**config.mk**
```make
export PLATFORM = sky130hd
export DESIGN_NAME = uyvy_to_rgb_converter_core
export DESIGN_NICKNAME = d
export VERILOG_FILES = /design/src/uyvy_pkg.sv /design/src/uyvy_pixel_dp.sv /design/src/uyvy_to_rgb_converter_core.sv
export VERILOG_INCLUDE_DIRS = /design/src /design/src/src
export SDC_FILE = /design/constraint.sdc
export NUM_CORES = 1
export LEC_CHECK = 0
export BUFFER_PORTS_ARGS = -buffer_cell sky130_fd_sc_hd__buf_4
export CAP_MARGIN = 40
export CORE_UTILIZATION = 60
export CTS_BUF_LIST = sky130_fd_sc_hd__clkbuf_4 sky130_fd_sc_hd__clkbuf_8
export DETAILED_ROUTE_END_ITERATION = 10
export GPL_TIMING_DRIVEN = 0
export PLACE_DENSITY = 0.81
export SETUP_SLACK_MARGIN = 0.02
export SLEW_MARGIN = 20
export SYNTH_ARGS = -nofsm -noshare
export SYNTH_HDL_FRONTEND = slang
export SYNTH_HIERARCHICAL = 1
export SYNTH_SLANG_ARGS = --single-unit
export TNS_END_PERCENT = 1
```
**constraint.sdc**
```tcl
create_clock -name clk_i -period 13.7 [get_ports clk_i]
set_input_delay 1.37 -clock clk_i [delete_from_list [all_inputs] [get_ports clk_i]]
set_output_delay 1.37 -clock clk_i [all_outputs]
set_load 0.02 [all_outputs]
```
**src/assert_macros.svh**
```systemverilog
// Assertion macros for the top-level RTL file of the UYVY to RGB converter.
// No dependencies; include by bare file name.
`ifndef ASSERT_MACROS_SVH
`define ASSERT_MACROS_SVH

// Clocked assertion that is switched off while reset is asserted.
`define ASSERT_RST(lbl, clk, rst_n, prop, msg) \
  lbl: assert property (@(posedge clk) disable iff (!rst_n) prop) else $error(msg);

// Clocked assertion that also holds during reset.
`define ASSERT_ALWAYS(lbl, clk, prop, msg) \
  lbl: assert property (@(posedge clk) prop) else $error(msg);

`endif

```
**src/uyvy_pkg.sv**
```systemverilog
// Shared constants, types and the channel clamp for the UYVY to RGB converter.
// No dependencies.
package uyvy_pkg;

  localparam int unsigned ByteW = 8;
  localparam int unsigned OffW  = 9;   // signed Y-16, Cb-128, Cr-128
  localparam int unsigned CoefW = 13;  // signed Q10 coefficients
  localparam int unsigned ProdW = OffW + CoefW;
  localparam int unsigned SumW  = 21;  // every channel sum fits here

  localparam logic signed [CoefW-1:0] K_Y  = 13'sd1192;
  localparam logic signed [CoefW-1:0] K_BU = 13'sd2066;
  localparam logic signed [CoefW-1:0] K_GV = 13'sd833;
  localparam logic signed [CoefW-1:0] K_GU = 13'sd400;
  localparam logic signed [CoefW-1:0] K_RV = 13'sd1634;

  localparam logic [OffW-1:0] LumaOffset   = 9'd16;
  localparam logic [OffW-1:0] ChromaOffset = 9'd128;
  localparam logic [ByteW-1:0] ChanMax     = 8'd255;

  // Load enables for pipeline stages two to four.
  typedef struct packed {
    logic s2;
    logic s3;
    logic s4;
  } stage_en_t;

  // Floor divide by 1024 and clamp to 0..255.
  function automatic logic [ByteW-1:0] clamp_chan(input logic signed [SumW-1:0] sum);
    logic [ByteW-1:0] res;
    if (sum[SumW-1]) begin
      res = '0;
    end else if (|sum[SumW-2:18]) begin
      res = ChanMax;
    end else begin
      res = sum[17:10];
    end
    return res;
  endfunction

endpackage

```
**src/uyvy_pixel_dp.sv**
```systemverilog
// Per-pixel datapath: luma product, channel sums and clamps (stages two to four).
// Depends on uyvy_pkg.
module uyvy_pixel_dp (
  input  logic                                 clk_i,
  input  uyvy_pkg::stage_en_t                  en_i,
  input  logic signed [uyvy_pkg::OffW-1:0]     y_off_i,
  input  logic signed [uyvy_pkg::SumW-1:0]     rv_i,
  input  logic signed [uyvy_pkg::SumW-1:0]     gv_i,
  input  logic signed [uyvy_pkg::SumW-1:0]     gu_i,
  input  logic signed [uyvy_pkg::SumW-1:0]     bu_i,
  output logic [uyvy_pkg::ByteW-1:0]           red_o,
  output logic [uyvy_pkg::ByteW-1:0]           green_o,
  output logic [uyvy_pkg::ByteW-1:0]           blue_o
);

  logic signed [uyvy_pkg::ProdW-1:0] yt_full;
  logic signed [uyvy_pkg::SumW-1:0]  yt_d, yt_q;
  logic signed [uyvy_pkg::SumW-1:0]  r_sum_d, r_sum_q, g_sum_d, g_sum_q, b_sum_d, b_sum_q;
  logic [uyvy_pkg::ByteW-1:0]        red_q, green_q, blue_q;

  always_comb begin
    yt_full = y_off_i * uyvy_pkg::K_Y;
    yt_d    = yt_full[uyvy_pkg::SumW-1:0];
    r_sum_d = yt_q + rv_i;
    g_sum_d = yt_q - gv_i - gu_i;
    b_sum_d = yt_q + bu_i;
  end

  always_ff @(posedge clk_i) begin
    if (en_i.s2) begin
      yt_q <= yt_d;
    end
    if (en_i.s3) begin
      r_sum_q <= r_sum_d;
      g_sum_q <= g_sum_d;
      b_sum_q <= b_sum_d;
    end
    if (en_i.s4) begin
      red_q   <= uyvy_pkg::clamp_chan(r_sum_q);
      green_q <= uyvy_pkg::clamp_chan(g_sum_q);
      blue_q  <= uyvy_pkg::clamp_chan(b_sum_q);
    end
  end

  assign red_o   = red_q;
  assign green_o = green_q;
  assign blue_o  = blue_q;

endmodule

```
**src/uyvy_to_rgb_converter_core.sv**
```systemverilog
// UYVY to RGB converter, top level: handshake, offsets, chroma products, two pixel paths.
// Depends on uyvy_pkg, uyvy_pixel_dp and assert_macros.svh.
//
// The block takes one UYVY macropixel per transaction and returns two BT.601
// studio-range RGB pixels that share its chroma, one result transaction for
// each input transaction, in order. It accepts a new macropixel in every
// clock cycle while the output side is ready. The work runs through four
// register stages: offset removal, the Q10 multiplies, the channel sums, and
// the divide-by-1024 with clamp to 0..255, whose register is also the output
// register. When the output stalls, each stage holds its item and empty
// stages still fill, so the input keeps taking transactions until all four
// stages hold data. The frame-end flag travels with its macropixel to tlast.
`include "assert_macros.svh"

module uyvy_to_rgb_converter_core (
  input  logic        clk_i,
  input  logic        rst_ni,
  input  logic        s_axis_tvalid,
  output logic        s_axis_tready,
  // From bit 0: chroma_blue[7:0], luma_first[15:8], chroma_red[23:16], luma_second[31:24].
  input  logic [31:0] s_axis_tdata,
  input  logic        s_axis_tlast,   // last_in_frame
  output logic        m_axis_tvalid,
  input  logic        m_axis_tready,
  // From bit 0: red_first, green_first, blue_first, red_second, green_second,
  // blue_second, eight bits each.
  output logic [47:0] m_axis_tdata,
  output logic        m_axis_tlast    // frame_end
);

  localparam int unsigned OffW = uyvy_pkg::OffW;
  localparam int unsigned SumW = uyvy_pkg::SumW;

  // Stage valids and advance terms. A stage may load when it is empty or
  // when the stage after it is moving on.
  logic v1_q, v2_q, v3_q, v4_q;
  logic adv1, adv2, adv3, adv4;
  uyvy_pkg::stage_en_t en;

  assign adv4 = !v4_q || m_axis_tready;
  assign adv3 = !v3_q || adv4;
  assign adv2 = !v2_q || adv3;
  assign adv1 = !v1_q || adv2;

  assign en.s2 = adv2;
  assign en.s3 = adv3;
  assign en.s4 = adv4;

  always_ff @(posedge clk_i or negedge rst_ni) begin
    if (!rst_ni) begin
      v1_q <= 1'b0;
      v2_q <= 1'b0;
      v3_q <= 1'b0;
      v4_q <= 1'b0;
    end else begin
      if (adv1) v1_q <= s_axis_tvalid;
      if (adv2) v2_q <= v1_q;
      if (adv3) v3_q <= v2_q;
      if (adv4) v4_q <= v3_q;
    end
  end

  // Stage one: remove the luma and chroma offsets.
  logic signed [OffW-1:0] y0_off_d, y0_off_q, y1_off_d, y1_off_q, u_d, u_q, v_d, v_q;
  logic                   last1_q, last2_q, last3_q, last4_q;

  assign u_d      = $signed({1'b0, s_axis_tdata[7:0]})   - $signed(uyvy_pkg::ChromaOffset);
  assign y0_off_d = $signed({1'b0, s_axis_tdata[15:8]})  - $signed(uyvy_pkg::LumaOffset);
  assign v_d      = $signed({1'b0, s_axis_tdata[23:16]}) - $signed(uyvy_pkg::ChromaOffset);
  assign y1_off_d = $signed({1'b0, s_axis_tdata[31:24]}) - $signed(uyvy_pkg::LumaOffset);

  // Stage two: chroma products, shared by both pixels.
  logic signed [uyvy_pkg::ProdW-1:0] rv_full, gv_full, gu_full, bu_full;
  logic signed [SumW-1:0]            rv_q, gv_q, gu_q, bu_q;

  always_comb begin
    rv_full = v_q * uyvy_pkg::K_RV;
    gv_full = v_q * uyvy_pkg::K_GV;
    gu_full = u_q * uyvy_pkg::K_GU;
    bu_full = u_q * uyvy_pkg::K_BU;
  end

  always_ff @(posedge clk_i) begin
    if (adv1) begin
      u_q      <= u_d;
      v_q      <= v_d;
      y0_off_q <= y0_off_d;
      y1_off_q <= y1_off_d;
      last1_q  <= s_axis_tlast;
    end
    if (adv2) begin
      rv_q    <= rv_full[SumW-1:0];
      gv_q    <= gv_full[SumW-1:0];
      gu_q    <= gu_full[SumW-1:0];
      bu_q    <= bu_full[SumW-1:0];
      last2_q <= last1_q;
    end
    if (adv3) last3_q <= last2_q;
    if (adv4) last4_q <= last3_q;
  end

  // Stages two to four of each pixel: luma product, sums and clamps.
  logic [7:0] r0, g0, b0, r1, g1, b1;

  uyvy_pixel_dp u_pix_first (
    .clk_i   (clk_i),
    .en_i    (en),
    .y_off_i (y0_off_q),
    .rv_i    (rv_q),
    .gv_i    (gv_q),
    .gu_i    (gu_q),
    .bu_i    (bu_q),
    .red_o   (r0),
    .green_o (g0),
    .blue_o  (b0)
  );

  uyvy_pixel_dp u_pix_second (
    .clk_i   (clk_i),
    .en_i    (en),
    .y_off_i (y1_off_q),
    .rv_i    (rv_q),
    .gv_i    (gv_q),
    .gu_i    (gu_q),
    .bu_i    (bu_q),
    .red_o   (r1),
    .green_o (g1),
    .blue_o  (b1)
  );

  assign s_axis_tready = adv1;
  assign m_axis_tvalid = v4_q;
  assign m_axis_tdata  = {b1, g1, r1, b0, g0, r0};
  assign m_axis_tlast  = last4_q;

  // A ready output drains the pipeline, so the input must be open too.
  `ASSERT_RST(a_ready_passes, clk_i, rst_ni, m_axis_tready |-> s_axis_tready,
              "input stalled while output is ready")
  // A result can only appear when stage three held an item.
  `ASSERT_RST(a_out_from_s3, clk_i, rst_ni, $rose(m_axis_tvalid) |-> $past(v3_q),
              "output valid without an item in stage three")
  // A blocked stage three keeps its item and its frame-end flag.
  `ASSERT_RST(a_s3_holds, clk_i, rst_ni, (v3_q && !adv4) |=> (v3_q && $stable(last3_q)),
              "stage three lost its item during a stall")

endmodule
```
* Word level (Yosys, flattened, before mapping)
Cells that the tools add are included.
** Word-level totals
- Register bits :: 332
- Latch bits :: 0
- Bits in writable memories :: 0
- ROM bits :: 0
- Input bits :: 37
- Output and inout bits :: 51
- Word-level logic and storage cells :: 68
- Memories :: 0
** Cells by class
- Add/subtract/negate cells :: 12
- $mul :: 6
- Divide/modulo/power cells :: 0
- Magnitude comparators :: 0
- Eq/ne operators :: 0
- Shift operators :: 0
- Mux-type cells :: 6
- Bitwise logic cells :: 0
- Reductions and logical operators :: 14
** Operators by type and width (count)
- $add 21x21->21 :: 4
- $sub 21x21->21 :: 4
- $mux 8 :: 6
- $mul 9x11->20 const B :: 2
- $mul 9x9->18 const B :: 2
- $mul 9x12->20 const B :: 1
- $sub 8x5->9 const B :: 2
- $sub 8x8->9 const B :: 2
- $mul 9x6->15 const B :: 1
- $reduce_or 2->1 :: 6
- $logic_not 1->1 :: 4
- $logic_or 1x1->1 :: 4

* Depth between registers and ports, before layout
- Word-level depth :: 5
- Depth in mapped cells :: 16
- Gate-level depth less buffers :: 16

* Hierarchy
Netlist, hierarchy kept.
** By module, submodules not included
- uyvy_to_rgb_converter_core :: instances 1, cells each 577, area an instance 7513.5 um2, sequential area each 3253.1 um2
- uyvy_pixel_dp at u_pix_first :: instances 1, cells each 536, area an instance 5889.4 um2, sequential area each 2252.2 um2
- uyvy_pixel_dp at u_pix_second :: instances 1, cells each 535, area an instance 5889.4 um2, sequential area each 2252.2 um2

* Least setup slack after synthesis
No wires, ideal clock.
- Kind :: input-to-reg
- From :: input m_axis_tready
- To :: register bu_q[10], enable pin
- Setup time :: 1223 ps
- Arrival :: 3957 ps
- Data required time :: 12477 ps
- Slack :: 8520 ps
- Stages on the path :: 2
- Path buffers :: 0
- Cell sequence :: nor2b_1 nand3_1
** Between the ends
- Word-level cells in the longest chain between the ends :: 3
** Ends and longest elaborated chain
- start, declared :: line uyvy_to_rgb_converter_core.sv:24 : input logic m_axis_tready,
- $logic_or 1x1->1 :: line uyvy_to_rgb_converter_core.sv:40 : assign adv4 = !v4_q || m_axis_tready;
- $logic_or 1x1->1 :: line uyvy_to_rgb_converter_core.sv:41 : assign adv3 = !v3_q || adv4;
- $logic_or 1x1->1 :: line uyvy_to_rgb_converter_core.sv:42 : assign adv2 = !v2_q || adv3;
- named net adv2 :: line uyvy_to_rgb_converter_core.sv:37 : logic adv1, adv2, adv3, adv4;
- end signal, assigned :: line uyvy_to_rgb_converter_core.sv:95 : bu_q <= bu_full[SumW-1:0];
- end, declared :: line uyvy_to_rgb_converter_core.sv:74 : logic signed [SumW-1:0] rv_q, gv_q, gu_q, bu_q;
The timed path passes the listed nets, and every way through them passes these cells.
A chain may end at the register's enable or synchronous reset.

* Worst setup path after layout
- From :: register v_q[7]
- To :: register gv_q[19], data pin
** Between the ends
- Word-level cells in the longest chain between the ends :: 1
** Ends and longest elaborated chain
- start, declared :: line uyvy_to_rgb_converter_core.sv:64 : logic signed [OffW-1:0] y0_off_d, y0_off_q, y1_off_d, y1_off_q, u_d, u_q, v_d, v_q;
- start signal, assigned :: line uyvy_to_rgb_converter_core.sv:86 : v_q <= v_d;
- $mul 9x11->20 :: line uyvy_to_rgb_converter_core.sv:78 : gv_full = v_q * uyvy_pkg::K_GV;
- named net gv_full, one bit :: line uyvy_to_rgb_converter_core.sv:73 : logic signed [uyvy_pkg::ProdW-1:0] rv_full, gv_full, gu_full, bu_full;
- end signal, assigned :: line uyvy_to_rgb_converter_core.sv:93 : gv_q <= gv_full[SumW-1:0];
- end, declared :: line uyvy_to_rgb_converter_core.sv:74
The timed path passes the listed nets, and every way through them passes these cells.

==> results.py <==
metrics = {
    "outcome": {
        "status": "complete, no violations",
    },
    "sta": {
        "finalSetupTns_ps": 0,
        "holdWs_ps": 416,
        "slew_viol_final": 0,
        "tightestPinTransition_ps": 760,
        "max_freq_mhz": 210,
        "final-hold-violation-count": 0,
        "period_minus_slack_ps": 4760,
        "finClkSkew_ps": 28.0,
        "final-setup-viol-count": 0,
        "fin_crit_sh_pct": 34.7,
        "timing.slew.headroom_pct": 49.2,
        "rsz0062_at_grt": "false",
    },
    "worst_setup_path": {
        "crit_fanout": 15,
        "path_class": "reg -> reg",
        "critPathLaunchType": "flop",
        "required_ps": 14130,
        "arrival_ps": 5180,
        "critPathCaptureType": "flop",
    },
    "synth": {
        "synth.most_common_cell": "ha_1",
        "syn_avg_cell_area_um2": 11.7,
        "async_flop_share_pct": 1.54,
        "yosys.area.top_type": "edfxtp_1",
        "ys_ff_latch": 259,
        "yosysSeqAreaShare_pct": 40.2,
        "synth_edf_count": 255,
        "synth_cell_type_count": 69,
        "post-synth-top-area-fraction_pct": 39.7,
        "syn-cell-area_um2": 19300,
        "ys_top_cells_by_count": "ha_1, edfxtp_1, inv_1",
        "synth_area_leaders": "edfxtp_1, ha_1, fa_1",
        "postSynthCellCount": 1648,
        "yosys_warnings": 6,
        "ys.flop_type": "edfxtp_1",
    },
    "route": {
        "drtAntennaViolNets": 0,
        "vias": 12315,
        "drt_first_pass_iters": 7,
        "avgViaCountPerCell": 5.53,
        "drt_iter0_markers": 595,
        "drcViolationCount": 0,
        "routedWlPerCell_um": 16.8,
        "wirelength_um": 37400,
    },
    "die": {
        "coreArea_um2": 31600,
        "die_h_um": 181,
        "die-area_um2": 32900,
        "start_util_pct": 61.1,
        "fp-row-count": 65,
        "pin_count": 88,
        "die_x_um": 181,
    },
    "placed_design": {
        "dp_cells": 2150,
        "dp_hpwl_um": 30400,
        "place_congestion": 0.897,
        "io_buffers": 87,
    },
    "global_route": {
        "grt_max_degree": 65,
        "grt_usage_pct": 23.5,
        "grt_pass1_wl_um": 60600,
        "antenna_found_initial": 0,
        "grt_pass1_vias": 12423,
        "gr-total-overflow": 0,
    },
    "final_layout": {
        "nets": 2271,
        "areaGrowthSynthToFinish_pct": 11.3,
        "instances_no_fill": 2225,
        "antenna_cells": 0,
        "drive_gt1_share_pct": 11.6,
    },
    "cts": {
        "clock_tree.root_cell": "clkbuf_8",
        "clk_latency_ps": 560,
        "cts.sinks": 259,
        "cts_buffers": 43,
        "clk_transition_reported_paths_ps": 60,
        "hold_buffers": 0,
        "h-tree-depth": 2,
        "clockBufferDepth": 3,
        "post_cts_buffers": 0,
        "ctsResizeCount": 0,
        "tritoncts": "done",
    },
    "run": {
        "maxCapViolations": 0,
    },
    "min_path": {
        "min_path_type": "reg -> reg",
    },
}
[worst max-delay path: stages, from the launching register on]
cell and delay, ps:
edfxtp_1 360, buf_8 190, clkbuf_1 340, inv_1 230
ha_1 320, inv_1 60, ha_1 320, fa_1 570
fa_1 420, ha_1 310, ha_1 330, and3b_1 190
o21ai_0 240, a21oi_1 170, or4_1 520, nand3_1 80
[path summary, 6_finish.rpt]
path | from | to | slack [ps] | cells after the start
max reg2reg | v_q[7] | gv_q[19] | 8940 | 15
min in group asynchronous | rst_ni | v2_q | 610 | 1
min | last3_q | m_axis_tlast | 420 | 0
max in group asynchronous | rst_ni | m_axis_tvalid | 12980 | 1
max | v_q[7] | gv_q[19] | 8940 | 15
min reg2reg | last3_q | m_axis_tlast | 420 | 0
[metrics by stage]
| stage | utilization (%) | instance area, um^2 | setup WS, ps |
|---|---|---|---|
| 4_1_cts | 68.0 | 21400 | 8570 |
| 6_report | 68.0 | 21500 | 8940 |
| 5_1_grt | 68.0 | 21500 | 8610 |
| 2_1_floorplan | - | 19300 | 8520 |
| 3_3_place_gp | 64.9 | 20500 | 7020 |
| 3_5_place_dp | 65.3 | 20600 | 8580 |
[sequential cells by signal, indices dropped and copies added (netlist names), 9 cells and up]
name / flops
u_pix_first/r_sum_q: 11
y0_off_q: 9
u_pix_second/b_sum_q: 11
u_pix_first/g_sum_q: 11
gu_q: 11
u_pix_second/yt_q: 18
bu_q: 20
u_pix_first/yt_q: 18
u_pix_second/r_sum_q: 11
u_pix_first/b_sum_q: 11
u_pix_second/g_sum_q: 11
rv_q: 16
gv_q: 20
y1_off_q: 9
[kinds of logic (layout without fill, tap and decap cells)]
group                    after synthesis  after routing  share of synthesized area, %
other                                  1              8                        0.0194
AO/OA/AOI/OAI                        233            233                          8.29
adder cells (fa/ha/maj)              440            440                          32.0
XOR/XNOR                             137            137                          6.22
multiplexers                          10             10                         0.545
buffers and inverters                262            430                          5.10
flip-flops                           259            259                          40.2
AND/OR/NAND/NOR                      306            306                          7.66
[layout make-up]
cell class / instances / area (um^2)
Buffer: 17 / 63.8
Inverter: 245 / 920
Clock inverter: 18 / 140
Tap cell: 402 / 503
Timing Repair Buffer: 94 / 793
Fill cell: 2302 / 10100
Sequential cell: 259 / 7760
Multi-Input combinational cell: 1134 / 10600
Clock buffer: 56 / 689
[routing by layer]
| metal | up-vias | wire [um] | global-route usage, % |
|---|---|---|---|
| met2 | 296 | 17700 | 40.1 |
| met5 | - | 0 | 0 |
| met4 | 0 | 1240 | 8.81 |
| met1 | 5853 | 16500 | 30.2 |
| met3 | 90 | 1840 | 3.73 |
| li1 | 6076 | - | - |
[placed cells by master, fill, tap and decap left out, drive strengths merged, types with 12 or more instances in the layout]
master  count
a21oi      82
fa         88
xnor2      95
ha        352
nand2      22
clkbuf     67
buf       100
or2        14
nand2b     12
o21bai     17
clkinv     14
nor2      149
nor2b      12
a21o       24
nor3       24
inv       246
o21ai      34
edfxtp    255
nand4      17
nand3      14
xor2       42
Power is left out: the tool's default activity adds up to more than one toggle a clock period on the data nets, which glitch-free logic cannot reach.
